**src/lps_pkg.sv**
```systemverilog
`timescale 1ns / 1ps
`default_nettype none

package lps_pkg;

	// Field widths.
	localparam int unsigned PeriodW  = 16;
	localparam int unsigned CountW   = 17;
	localparam int unsigned PatW     = 3;
	localparam int unsigned LedW     = 3;
	localparam int unsigned StepCntW = 6;
	localparam int unsigned SosPosW  = 4;
	localparam int unsigned RegIdxW  = 3;
	localparam int unsigned NumRegs  = 8;

	localparam logic [PeriodW-1:0] INITIAL_PERIOD_MS = 16'd500;

	// Heartbeat and count patterns wrap their step counter at 40.
	localparam logic [StepCntW-1:0] CYCLE_LAST = 6'd39;
	// The SOS word has nine symbols; bit i is set when symbol i is a dot.
	localparam logic [SosPosW-1:0] SOS_LAST    = 4'd8;
	localparam logic [8:0]         SOS_DOT_MAP = 9'b111_000_111;

	// Item kinds.
	localparam logic MODE_TICK  = 1'b0;
	localparam logic MODE_FORCE = 1'b1;

	typedef enum logic [PatW-1:0] {
		PAT_OFF       = 3'd0,
		PAT_SLOW      = 3'd1,
		PAT_FAST      = 3'd2,
		PAT_HEARTBEAT = 3'd3,
		PAT_SOS       = 3'd4,
		PAT_COUNT     = 3'd5
	} pattern_t;

	typedef enum logic [RegIdxW-1:0] {
		REG_SLOW      = 3'd0,
		REG_FAST      = 3'd1,
		REG_HEARTBEAT = 3'd2,
		REG_RAINBOW   = 3'd3,
		REG_DOT       = 3'd4,
		REG_DASH      = 3'd5,
		REG_SOS_PAUSE = 3'd6,
		REG_ADVANCE   = 3'd7
	} cfg_reg_t;

	typedef logic [PeriodW-1:0] reg_word_t;

	localparam reg_word_t REG_RESET [NumRegs] = '{
		16'd1000, 16'd200, 16'd100, 16'd300, 16'd200, 16'd600, 16'd1000, 16'd50
	};

	// Heartbeat lights LED three on phases 0, 1, 3 and 4 of each ten steps.
	function automatic logic heartbeat_on(input logic [StepCntW-1:0] cnt);
		logic [StepCntW-1:0] v;
		v = cnt;
		if (v >= 6'd40) v = v - 6'd40;
		if (v >= 6'd20) v = v - 6'd20;
		if (v >= 6'd10) v = v - 6'd10;
		return (v == 6'd0) || (v == 6'd1) || (v == 6'd3) || (v == 6'd4);
	endfunction

	function automatic logic [StepCntW-1:0] cycle_next(input logic [StepCntW-1:0] cnt);
		return (cnt >= CYCLE_LAST) ? '0 : cnt + 6'd1;
	endfunction

endpackage

`default_nettype wire

```
**src/lps_if.sv**
```systemverilog
`timescale 1ns / 1ps
`default_nettype none

// Input items: a millisecond tick or a forced pattern change.
interface lps_item_if import lps_pkg::*; ();
	logic            valid;
	logic            ready;
	logic            mode;
	logic [PatW-1:0] pattern_sel;

	modport source (output valid, mode, pattern_sel, input ready);
	modport sink   (input valid, mode, pattern_sel, output ready);
endinterface

// Result items, one for each input item.
interface lps_result_if import lps_pkg::*; ();
	logic            valid;
	logic            ready;
	logic [LedW-1:0] leds;
	logic [PatW-1:0] pattern;
	logic            stepped;
	logic            auto_advanced;

	modport source (output valid, leds, pattern, stepped, auto_advanced, input ready);
	modport sink   (input valid, leds, pattern, stepped, auto_advanced, output ready);
endinterface

// Register writes.
interface lps_cfg_if import lps_pkg::*; ();
	logic               valid;
	logic               ready;
	logic [RegIdxW-1:0] index;
	logic [PeriodW-1:0] data;

	modport source (output valid, index, data, input ready);
	modport sink   (input valid, index, data, output ready);
endinterface

`default_nettype wire

```
**src/led_pattern_sequencer.sv**
```systemverilog
// LED pattern sequencer.
// The item channel carries either a one millisecond tick (mode 0) or a
// forced change to pattern_sel (mode 1). Every accepted item yields exactly
// one transfer on the result channel with the LED levels, the pattern in
// force, and flags telling whether the tick took a pattern step and whether
// that step moved on to the next pattern.
// The cfg channel writes the eight 16-bit period and step registers; it is
// always ready and should only be used while the block is idle.
// An accepted item waits in the input register, then passes through the
// step logic into the result register. One item is taken every cycle while
// the result channel does not stall; the sequencer state is updated in the
// same cycle that the result register loads, so back-to-back items see
// each other's effect.
// When the receiver stalls, the result register holds its transfer and the
// input register keeps one more item, after which item.ready drops.
// Reset (arst_n low) restores the register defaults, starts on slow blink
// with a 500 ms countdown, LEDs off, and empties both stages.
`timescale 1ns / 1ps
`default_nettype none

module led_pattern_sequencer import lps_pkg::*; (
	input wire logic   clk,
	input wire logic   arst_n,
	lps_item_if.sink   item,
	lps_result_if.source result,
	lps_cfg_if.sink    cfg
);

	// Configuration registers.
	reg_word_t regs_q [NumRegs];

	// Input stage.
	logic            valid_s1;
	logic            mode_s1;
	logic [PatW-1:0] pattern_sel_s1;

	// Sequencer state.
	pattern_t            pattern_q;
	logic [StepCntW-1:0] step_count_q;
	logic                blink_q;
	logic [SosPosW-1:0]  sos_pos_q;
	logic [PeriodW-1:0]  step_total_q;
	logic [PeriodW-1:0]  period_q;
	logic [CountW-1:0]   countdown_q;
	logic [LedW-1:0]     leds_q;

	// Next state from the step logic.
	pattern_t            pattern_n;
	logic [StepCntW-1:0] step_count_n;
	logic                blink_n;
	logic [SosPosW-1:0]  sos_pos_n;
	logic [PeriodW-1:0]  step_total_n;
	logic [PeriodW-1:0]  period_n;
	logic [CountW-1:0]   countdown_n;
	logic [LedW-1:0]     leds_n;
	logic                stepped_n;
	logic                advanced_n;

	// Result register.
	logic            out_valid_q;
	logic [PatW-1:0] out_pattern_q;
	logic [LedW-1:0] out_leds_q;
	logic            out_stepped_q;
	logic            out_advanced_q;

	logic advance;
	logic in_xfer;

	// The input stage moves on whenever the result register is free or being emptied.
	assign advance    = valid_s1 && (!out_valid_q || result.ready);
	assign item.ready = !valid_s1 || advance;
	assign in_xfer    = item.valid && item.ready;
	assign cfg.ready  = 1'b1;

	always_ff @(posedge clk or negedge arst_n) begin
		if (!arst_n) begin
			regs_q <= REG_RESET;
		end else if (cfg.valid) begin
			regs_q[cfg.index] <= cfg.data;
		end
	end

	always_ff @(posedge clk or negedge arst_n) begin
		if (!arst_n) begin
			valid_s1 <= 1'b0;
		end else if (item.ready) begin
			valid_s1 <= item.valid;
		end
	end

	always_ff @(posedge clk) begin
		if (in_xfer) begin
			mode_s1        <= item.mode;
			pattern_sel_s1 <= item.pattern_sel;
		end
	end

	// One pass of the sequencer for the item in the input stage.
	always_comb begin
		logic [PeriodW-1:0] extra;
		logic [PeriodW-1:0] limit;
		logic               dot;

		pattern_n    = pattern_q;
		step_count_n = step_count_q;
		blink_n      = blink_q;
		sos_pos_n    = sos_pos_q;
		step_total_n = step_total_q;
		period_n     = period_q;
		countdown_n  = countdown_q;
		leds_n       = leds_q;
		stepped_n    = 1'b0;
		advanced_n   = 1'b0;
		extra        = '0;
		limit        = (regs_q[REG_ADVANCE] == '0) ? 16'd1 : regs_q[REG_ADVANCE];
		dot          = SOS_DOT_MAP[sos_pos_q];

		if (mode_s1 == MODE_FORCE) begin
			// Codes 6 and 7 name no pattern and leave everything alone.
			if (pattern_sel_s1 <= PAT_COUNT) begin
				pattern_n    = pattern_t'(pattern_sel_s1);
				step_count_n = '0;
				blink_n      = 1'b0;
				countdown_n  = {1'b0, period_q};
			end
		end else if (countdown_q <= 17'd1) begin
			stepped_n = 1'b1;
			case (pattern_q)
				PAT_OFF: begin
					leds_n   = '0;
					period_n = regs_q[REG_SLOW];
				end
				PAT_SLOW: begin
					blink_n  = !blink_q;
					leds_n   = {2'b00, !blink_q};
					period_n = regs_q[REG_SLOW];
				end
				PAT_FAST: begin
					blink_n  = !blink_q;
					leds_n   = {1'b0, !blink_q, 1'b0};
					period_n = regs_q[REG_FAST];
				end
				PAT_HEARTBEAT: begin
					leds_n       = heartbeat_on(step_count_q) ? 3'b100 : 3'b000;
					step_count_n = cycle_next(step_count_q);
					period_n     = regs_q[REG_HEARTBEAT];
				end
				PAT_SOS: begin
					// Dots light every LED, dashes leave them dark.
					leds_n   = dot ? 3'b111 : 3'b000;
					period_n = dot ? regs_q[REG_DOT] : regs_q[REG_DASH];
					if (sos_pos_q >= SOS_LAST) begin
						sos_pos_n = '0;
						extra     = regs_q[REG_SOS_PAUSE];
					end else begin
						sos_pos_n = sos_pos_q + 4'd1;
					end
				end
				default: begin
					leds_n       = step_count_q[LedW-1:0];
					step_count_n = cycle_next(step_count_q);
					period_n     = regs_q[REG_RAINBOW];
				end
			endcase
			countdown_n  = {1'b0, period_n} + {1'b0, extra};
			step_total_n = step_total_q + 16'd1;
			if (step_total_n >= limit) begin
				step_total_n = '0;
				advanced_n   = 1'b1;
				pattern_n    = (pattern_q == PAT_COUNT) ? PAT_OFF
				                                        : pattern_t'(pattern_q + 3'd1);
				step_count_n = '0;
				blink_n      = 1'b0;
			end
		end else begin
			countdown_n = countdown_q - 17'd1;
		end
	end

	always_ff @(posedge clk or negedge arst_n) begin
		if (!arst_n) begin
			pattern_q    <= PAT_SLOW;
			step_count_q <= '0;
			blink_q      <= 1'b0;
			sos_pos_q    <= '0;
			step_total_q <= '0;
			period_q     <= INITIAL_PERIOD_MS;
			countdown_q  <= {1'b0, INITIAL_PERIOD_MS};
			leds_q       <= '0;
		end else if (advance) begin
			pattern_q    <= pattern_n;
			step_count_q <= step_count_n;
			blink_q      <= blink_n;
			sos_pos_q    <= sos_pos_n;
			step_total_q <= step_total_n;
			period_q     <= period_n;
			countdown_q  <= countdown_n;
			leds_q       <= leds_n;
		end
	end

	// The result register loads together with the state update.
	always_ff @(posedge clk or negedge arst_n) begin
		if (!arst_n) begin
			out_valid_q <= 1'b0;
		end else if (advance) begin
			out_valid_q <= 1'b1;
		end else if (result.ready) begin
			out_valid_q <= 1'b0;
		end
	end

	always_ff @(posedge clk) begin
		if (advance) begin
			out_leds_q     <= leds_n;
			out_pattern_q  <= pattern_n;
			out_stepped_q  <= stepped_n;
			out_advanced_q <= advanced_n;
		end
	end

	assign result.valid         = out_valid_q;
	assign result.leds          = out_leds_q;
	assign result.pattern       = out_pattern_q;
	assign result.stepped       = out_stepped_q;
	assign result.auto_advanced = out_advanced_q;

endmodule

`default_nettype wire

```
**src/flat_wrapper.sv**
```systemverilog
// flat-port wrapper written by rule: the top's interface ports become plain ports
module led_pattern_sequencer_flat import lps_pkg::*;
  (clk, arst_n, item_valid, item_mode, item_pattern_sel, item_ready, result_valid, result_leds, result_pattern, result_stepped, result_auto_advanced, result_ready, cfg_valid, cfg_index, cfg_data, cfg_ready);
  lps_item_if item_i ();
  lps_result_if result_i ();
  lps_cfg_if cfg_i ();
  input wire logic clk;
  input wire logic arst_n;
  input wire logic [$bits(item_i.valid)-1:0] item_valid;
  input wire logic [$bits(item_i.mode)-1:0] item_mode;
  input wire logic [$bits(item_i.pattern_sel)-1:0] item_pattern_sel;
  output wire logic [$bits(item_i.ready)-1:0] item_ready;
  output wire logic [$bits(result_i.valid)-1:0] result_valid;
  output wire logic [$bits(result_i.leds)-1:0] result_leds;
  output wire logic [$bits(result_i.pattern)-1:0] result_pattern;
  output wire logic [$bits(result_i.stepped)-1:0] result_stepped;
  output wire logic [$bits(result_i.auto_advanced)-1:0] result_auto_advanced;
  input wire logic [$bits(result_i.ready)-1:0] result_ready;
  input wire logic [$bits(cfg_i.valid)-1:0] cfg_valid;
  input wire logic [$bits(cfg_i.index)-1:0] cfg_index;
  input wire logic [$bits(cfg_i.data)-1:0] cfg_data;
  output wire logic [$bits(cfg_i.ready)-1:0] cfg_ready;
  assign item_i.valid = item_valid;
  assign item_i.mode = item_mode;
  assign item_i.pattern_sel = item_pattern_sel;
  assign item_ready = item_i.ready;
  assign result_valid = result_i.valid;
  assign result_leds = result_i.leds;
  assign result_pattern = result_i.pattern;
  assign result_stepped = result_i.stepped;
  assign result_auto_advanced = result_i.auto_advanced;
  assign result_i.ready = result_ready;
  assign cfg_i.valid = cfg_valid;
  assign cfg_i.index = cfg_index;
  assign cfg_i.data = cfg_data;
  assign cfg_ready = cfg_i.ready;
  led_pattern_sequencer u_core (.clk(clk), .arst_n(arst_n), .item(item_i), .result(result_i), .cfg(cfg_i));
endmodule
```
**config.mk**
```make
export PLATFORM = sky130hd
export DESIGN_NAME = led_pattern_sequencer_flat
export DESIGN_NICKNAME = d
export VERILOG_FILES = /design/src/lps_pkg.sv /design/src/lps_if.sv /design/src/led_pattern_sequencer.sv /design/src/flat_wrapper.sv
export SDC_FILE = /design/constraint.sdc
export NUM_CORES = 1
export LEC_CHECK = 0
export BUFFER_PORTS_ARGS = -buffer_cell sky130_fd_sc_hd__buf_4
export CORE_ASPECT_RATIO = 0.9
export CORE_MARGIN = 5
export CORE_UTILIZATION = 50
export CTS_BUF_LIST = sky130_fd_sc_hd__clkbuf_8
export DETAILED_ROUTE_END_ITERATION = 8
export HOLD_SLACK_MARGIN = 0.15
export PLACE_DENSITY = 0.76
export SLEW_MARGIN = 20
export SYNTH_ARGS = -nofsm -noshare
export SYNTH_HDL_FRONTEND = slang
export SYNTH_SLANG_ARGS = --single-unit
```
**constraint.sdc**
```tcl
create_clock -name clk -period 9.45 [get_ports clk]
set_input_delay 1.89 -clock clk [delete_from_list [all_inputs] [get_ports clk]]
set_output_delay 1.89 -clock clk [all_outputs]
set_load 0.005 [all_outputs]
```
======== Yosys cells after proc, flatten, opt, wreduce, memory -nomap -nowiden ========
Memory sizes are Yosys's and may differ from the RTL's.
Index checks and enable logic that the tools add are counted.
operators by class
  add/subtract/negate cells ............... 9
  equal/unequal tests ..................... 10
  mux-type cells .......................... 55
  reductions and logical operators ........ 26
  bitwise logic cells ..................... 3
  $lt $le $gt $ge ......................... 11
operators by type and width
  cell                     count
  $mux W16                 10
  $bwmux W128              1
  $mux W6                  18
  $pmux W16 S4             1
  $mux W17                 3
  $demux W16 S3            1
  $mux W3                  9
  $add A16 B16 Y17         1
  $le A17 B1 Y1 const B    1
  $sub A17 B1 Y17 const B  1
  $add A16 B1 Y16 const B  1
  $ge A16 B16 Y1           1
  $logic_not A16 Y1        1
  $pmux W3 S5              1
  $ge A6 B6 Y1 const B     2
  $reduce_and A4 Y1        3
  $mux W1                  10
  $ge A4 B4 Y1 const B     2
  $add A6 B1 Y6 const B    1
  $eq A3 B2 Y1 const B     2
  $eq A3 B3 Y1 const B     2
  $eq A6 B1 Y1 const B     1
  $eq A6 B2 Y1 const B     1
  $eq A6 B3 Y1 const B     1
  27 further kinds         39
storage, ports and cells
  memories kept ........................... 1
  output and inout bits ................... 11
  bits of input ports ..................... 28
  bits in registers ....................... 208
  memory bits (read-only) ................. 16
memories
  name              words  bits a word  read ports  clocked after memory_dff  write ports  RTL line                      source
  (name not given)  16     1            1           0                         0            led_pattern_sequencer.sv:116  dot = SOS_DOT_MAP[sos_pos_q];

======== Depth between registers and ports, before layout ========
  word-level depth ........................ 23
  gate-level depth with buffers ........... 18
  depth with buffers taken out ............ 16

======== Worst setup path before layout ========
Ideal clock, no wire load.
  path type ............................... input-to-output
  start ................................... input result_ready
  end ..................................... output item_ready
  buffers on the path ..................... 0
  data required time ...................... 7560 ps
  stages .................................. 1
  setup slack ............................. 5496 ps
  arrival ................................. 2064 ps
  cells stage by stage .................... nand3b_1
between the ends
  cells in the longest elaborated chain, start to end .. 3
ends and longest elaborated chain
  what                 RTL line                     source
  from (decl)          flat_wrapper.sv:18           input wire logic [$bits(result_i.ready)-1:0] result_ready;
  $logic_or A1 B1 Y1   led_pattern_sequencer.sv:70  assign advance = valid_s1 && (!out_valid_q || result.ready);
  $logic_and A1 B1 Y1  led_pattern_sequencer.sv:70
  $logic_or A1 B1 Y1   led_pattern_sequencer.sv:71  assign item.ready = !valid_s1 || advance;
  to (decl)            flat_wrapper.sv:12           output wire logic [$bits(item_i.ready)-1:0] item_ready;
Every way passes these cells.

======== Worst setup path in the final report ========
  start ................................... register u_core.pattern_q[0]
  end ..................................... register u_core.countdown_q[16]
between the ends
  cells in the longest elaborated chain, start to end .. 8
ends and longest elaborated chain
  what                                                     RTL line                      source
  from (decl)                                              led_pattern_sequencer.sv:38   pattern_t pattern_q;
  from (signal assigned)                                   led_pattern_sequencer.sv:191  pattern_q <= pattern_n;
  $eq A3 B1 Y1 / $logic_not A3 Y1 (equally long branches)  led_pattern_sequencer.sv:128  case (pattern_q)
  $reduce_or A2 Y1 (no source line)                        -
  $pmux W16 S4                                             led_pattern_sequencer.sv:128
  $mux W16                                                 led_pattern_sequencer.sv:126  end else if (countdown_q <= 17'd1) begin
  $mux W16                                                 led_pattern_sequencer.sv:118  if (mode_s1 == MODE_FORCE) begin
  $add A16 B16 Y17 (*)                                     led_pattern_sequencer.sv:165  countdown_n = {1'b0, period_n} + {1'b0, extra};
  $mux W17 (*)                                             led_pattern_sequencer.sv:126
  $mux W17 (*)                                             led_pattern_sequencer.sv:118
  to (signal assigned)                                     led_pattern_sequencer.sv:188  countdown_q <= {1'b0, INITIAL_PERIOD_MS};
  to (signal assigned)                                     led_pattern_sequencer.sv:197  countdown_q <= countdown_n;
  to (decl)                                                led_pattern_sequencer.sv:44   logic [CountW-1:0] countdown_q;
Every way passes the cells marked *; elsewhere a longest branch is shown, timed or not. The select of a mux whose other input is x is not followed.
A chain may end at the register's enable or synchronous reset.

==> results by group <==
Setup path
  • Setup slack, reg-to-reg: 4.99 ns
  • CP Data Arrival Time: 4.85 ns
  • WP buf/inv: 1
  • Reg2Reg Depth: 13
  • Setup crit end kind: register
  • Capture point of the worst path: u_core.countdown_q[16]
  • Delay-heaviest family, CP: compound AO/OA/AOI/OAI gates
  • Required @ worst endpoint: 9.85 ns
  • Critical Path Fanout Max: 21
  • CP startpoint: u_core.pattern_q[0]
  • Critical-path cell list: nand2_1 > inv_1 > ha_1 > a222oi_1 > a31oi_1 > ha_1 > nor2b_1 > o31a_1 > o31a_1 > a221oi_2 > o21ai_1 > a2111oi_0 > nor4_1
  • Worst R2R Start: u_core.pattern_q[0]
  • RR Endpoint: u_core.countdown_q[16]
  • Crit path max-delay cell type: dfstp_2
  • WP depth: 13
  • Setup crit start kind: register
  • WS Path Type: reg2reg
  • Slowest stage delay, CP: 0.75 ns

Cells and area
  • Fraction of layout cells with a size suffix above 1: 29.8%
  • Final #Nets: 1149
  • Fin util: 56.7%
  • Final Instance Count excl. Fillers: 1402
  • Commonest non-fill, non-tap cells in the layout: 162 x mux2_2, 151 x dfrtp_1, 66 x nand2_1
  • Fill cell count: 1914
  • Commonest non-fill, non-tap cell in the layout: mux2_2
  • Multi-input logic area: 5700 sq um
  • P&R area growth vs syn: 11.9%
  • Cell area after layout: 12700 sq um
  • Antenna Diode Count: 0
  • Sequential Area: 5320 sq um

Placement
  • RD Place Congestion: 0.885
  • Cells after DPL: 1335
  • Port-buffer cells: 37
  • DPL Wire Length: 18400 microns
  • Post-DP Area: 11900 sq um

Clock tree
  • Deepest clock path buffer count: 3
  • Post-CTS setup buffers: 0
  • Post-CTS Resized: 0
  • Post-CTS Hold Buffers: 0
  • Clock Root Buffer: clkbuf_8
  • Clk Latency, worst-skew pair: 0.55 ns
  • CTS tree: done
  • # clock sinks: 208
  • Clk pin slew, worst setup/hold paths: 0.06 ns
  • H-tree Lvls: 2
  • CTS buffer count: 36

Pwr
  • P_leak: 5.59 nW
  • Logic pwr share: 21.7%
  • Part of the power in registers: 46.2%
  • Pwr dens: 205 nW/um^2
  • Post-route total power: 2.60 mW
  • Net Sw Frac: 31.0%
  • P_int: 1.79 mW
  • Clock share of power: 32.1%
  • Peak supply drop: 0.000125 V
  • Switch Pwr: 0.808 mW

Timing
  • Clock skew: 0.0319 ns
  • Fin crit period: 4.46 ns
  • Hold Violations, Final: 0
  • Max Slew Vio Count: 0
  • RSZ-0062 raised after global routing: false
  • Tcrit/Tclk final: 47.2%
  • Relative slew slack: 21.9%
  • Least-Margin Pin Slew: 1.16 ns
  • Setup TNS: 0 ns
  • Max Fclk: 224 MHz
  • Final setup fails: 0

Yosys
  • Post-synth EDFFs: 12
  • Syn Area/Cell: 10.9 sq um
  • Sequential share of the synthesized area: 47.0%
  • Mapped Cells: 1043
  • Fraction of registers with async set/reset: 94.2%
  • Syn nets: 1115
  • FF+latch count, synth: 208
  • Yosys cell types: 73
  • Post-Syn Area: 11300 sq um
  • Main synth FF type: dfrtp_1
  • Synthesis Warnings: 0

Global routing
  • Vias in the first global route: 8382
  • Met2 GRT Util: 30.6%
  • Total track usage: 21.2%
  • Met3 Use GR: 4.96%
  • First-pass GRT wire length: 44500 microns
  • Gr ovfl total: 0
  • Largest net degree at the start of global routing: 121
  • Antenna violations before repair: 0
  • Met1 Track Usage GR: 31.2%
  • Layer with the highest usage: met1

Route
  • Drt first pass iters: 6
  • DRT iter0 DRCs: 777
  • Post-route ant nets: 0
  • WL/cell: 19.8 microns
  • Via density per instance: 6.13
  • Wirelength, routed: 27800 microns
  • Remaining DRCs: 0
  • Routed via count: 8592

Floorplan
  • Vert. Die Dim: 153 microns
  • IO Count: 39
  • Die ar.: 25800 sq um
  • Die Span X: 169 microns
  • FP Rows: 52
  • Initial Util: 50.6%
  • Core area: 22400 sq um

Status
  • Status: finished, final reports clean

Flow run
  • Maxcap violations: 0

Min path
  • HP Class: reg2reg
-- synthesized netlist by cell type, drive strengths merged, types with 26 or more instances --
library cell | n | area share, %
nor3 | 26 | 1.3
clkbuf | 44 | 1.5
mux2 | 162 | 16
inv | 38 | 1.3
a21oi | 52 | 2.3
ha | 43 | 4.7
dfstp | 45 | 10
a31oi | 27 | 1.5
nand2 | 67 | 2.3
dfrtp | 151 | 33
and3 | 26 | 1.4
o21ai | 51 | 2.3
nor2 | 57 | 1.9
-- worst register-to-register path: cells and delay by family (launching register included) --
kind                     cells  cell delay, ns
buffers and inverters        1            0.08
AND/OR/NAND/NOR              3            0.39
flip-flops                   1            0.75
AO/OA/AOI/OAI                7            2.11
adder cells (fa/ha/maj)      2            1.02
-- power by group through the flow --
stage               sequential [mW]  combinational [mW]  clock (mW)
global placement               1.20               0.535           0
CTS                            1.20               0.560       0.855
finish                         1.20               0.564       0.836
detailed placement             1.21               0.554           0
floorplan                      1.16               0.421           0
global route                   1.22               0.622       0.896
-- cells by family (layout without fill, tap and decap cells) --
group | count (synthesis) | in the layout | synth area share (%)
other cells | 1 | 1 | 0.0331
flops | 208 | 208 | 47.0
fa+ha+maj | 44 | 44 | 4.92
compound gates | 233 | 233 | 13.7
xor+xnor | 28 | 28 | 2.16
buf+inv | 92 | 154 | 3.25
mux | 168 | 168 | 16.6
simple gates | 269 | 269 | 12.3
-- worst min-delay path by stage --
stage	slack (ns)	endpoint	cells after the start	start
floorplan	0.45	u_core.leds_q[2]	2	u_core.leds_q[2]
global placement	0.46	u_core.leds_q[2]	2	u_core.leds_q[2]
detailed placement	0.48	u_core.period_q[1]	2	u_core.period_q[1]
CTS	0.50	u_core.period_q[1]	2	u_core.period_q[1]
global route	0.51	u_core.regs_q[29]	1	u_core.regs_q[29]
finish	0.49	u_core.leds_q[2]	2	u_core.leds_q[2]
-- stage by stage --
step | setup WS, ns | hold WS, ns
5_1_grt | 4.75 | 0.505
3_5_place_dp | 5.06 | 0.484
2_1_floorplan | 5.50 | 0.448
4_1_cts | 5.03 | 0.497
6_report | 4.99 | 0.493
3_3_place_gp | 5.12 | 0.460
-- flip-flops by register name, indices dropped and copies added (netlist names), 4 cells and up --
| signal | count |
|---|---|
| u_core.period_q | 16 |
| u_core.step_count_q | 6 |
| u_core.step_total_q | 16 |
| u_core.sos_pos_q | 4 |
| u_core.regs_q | 128 |
| u_core.countdown_q | 17 |
-- metal layers --
layer / share of wire, % / wire length [microns]
met1: 46 / 12700
met3: 7.3 / 2040
met2: 43 / 12100
met5: 0 / 0
met4: 3.6 / 993
-- area by class of cell --
type | instances | share of cell area (%)
clock buffers | 48 | 5.21
repair buffers | 49 | 3.11
clock inverters | 18 | 0.681
well taps | 297 | 2.93
flip-flops and latches | 208 | 42.0
multi-input cells | 743 | 44.9
inverters | 39 | 1.16
Note: power is estimated with default switching activity, not from simulation.
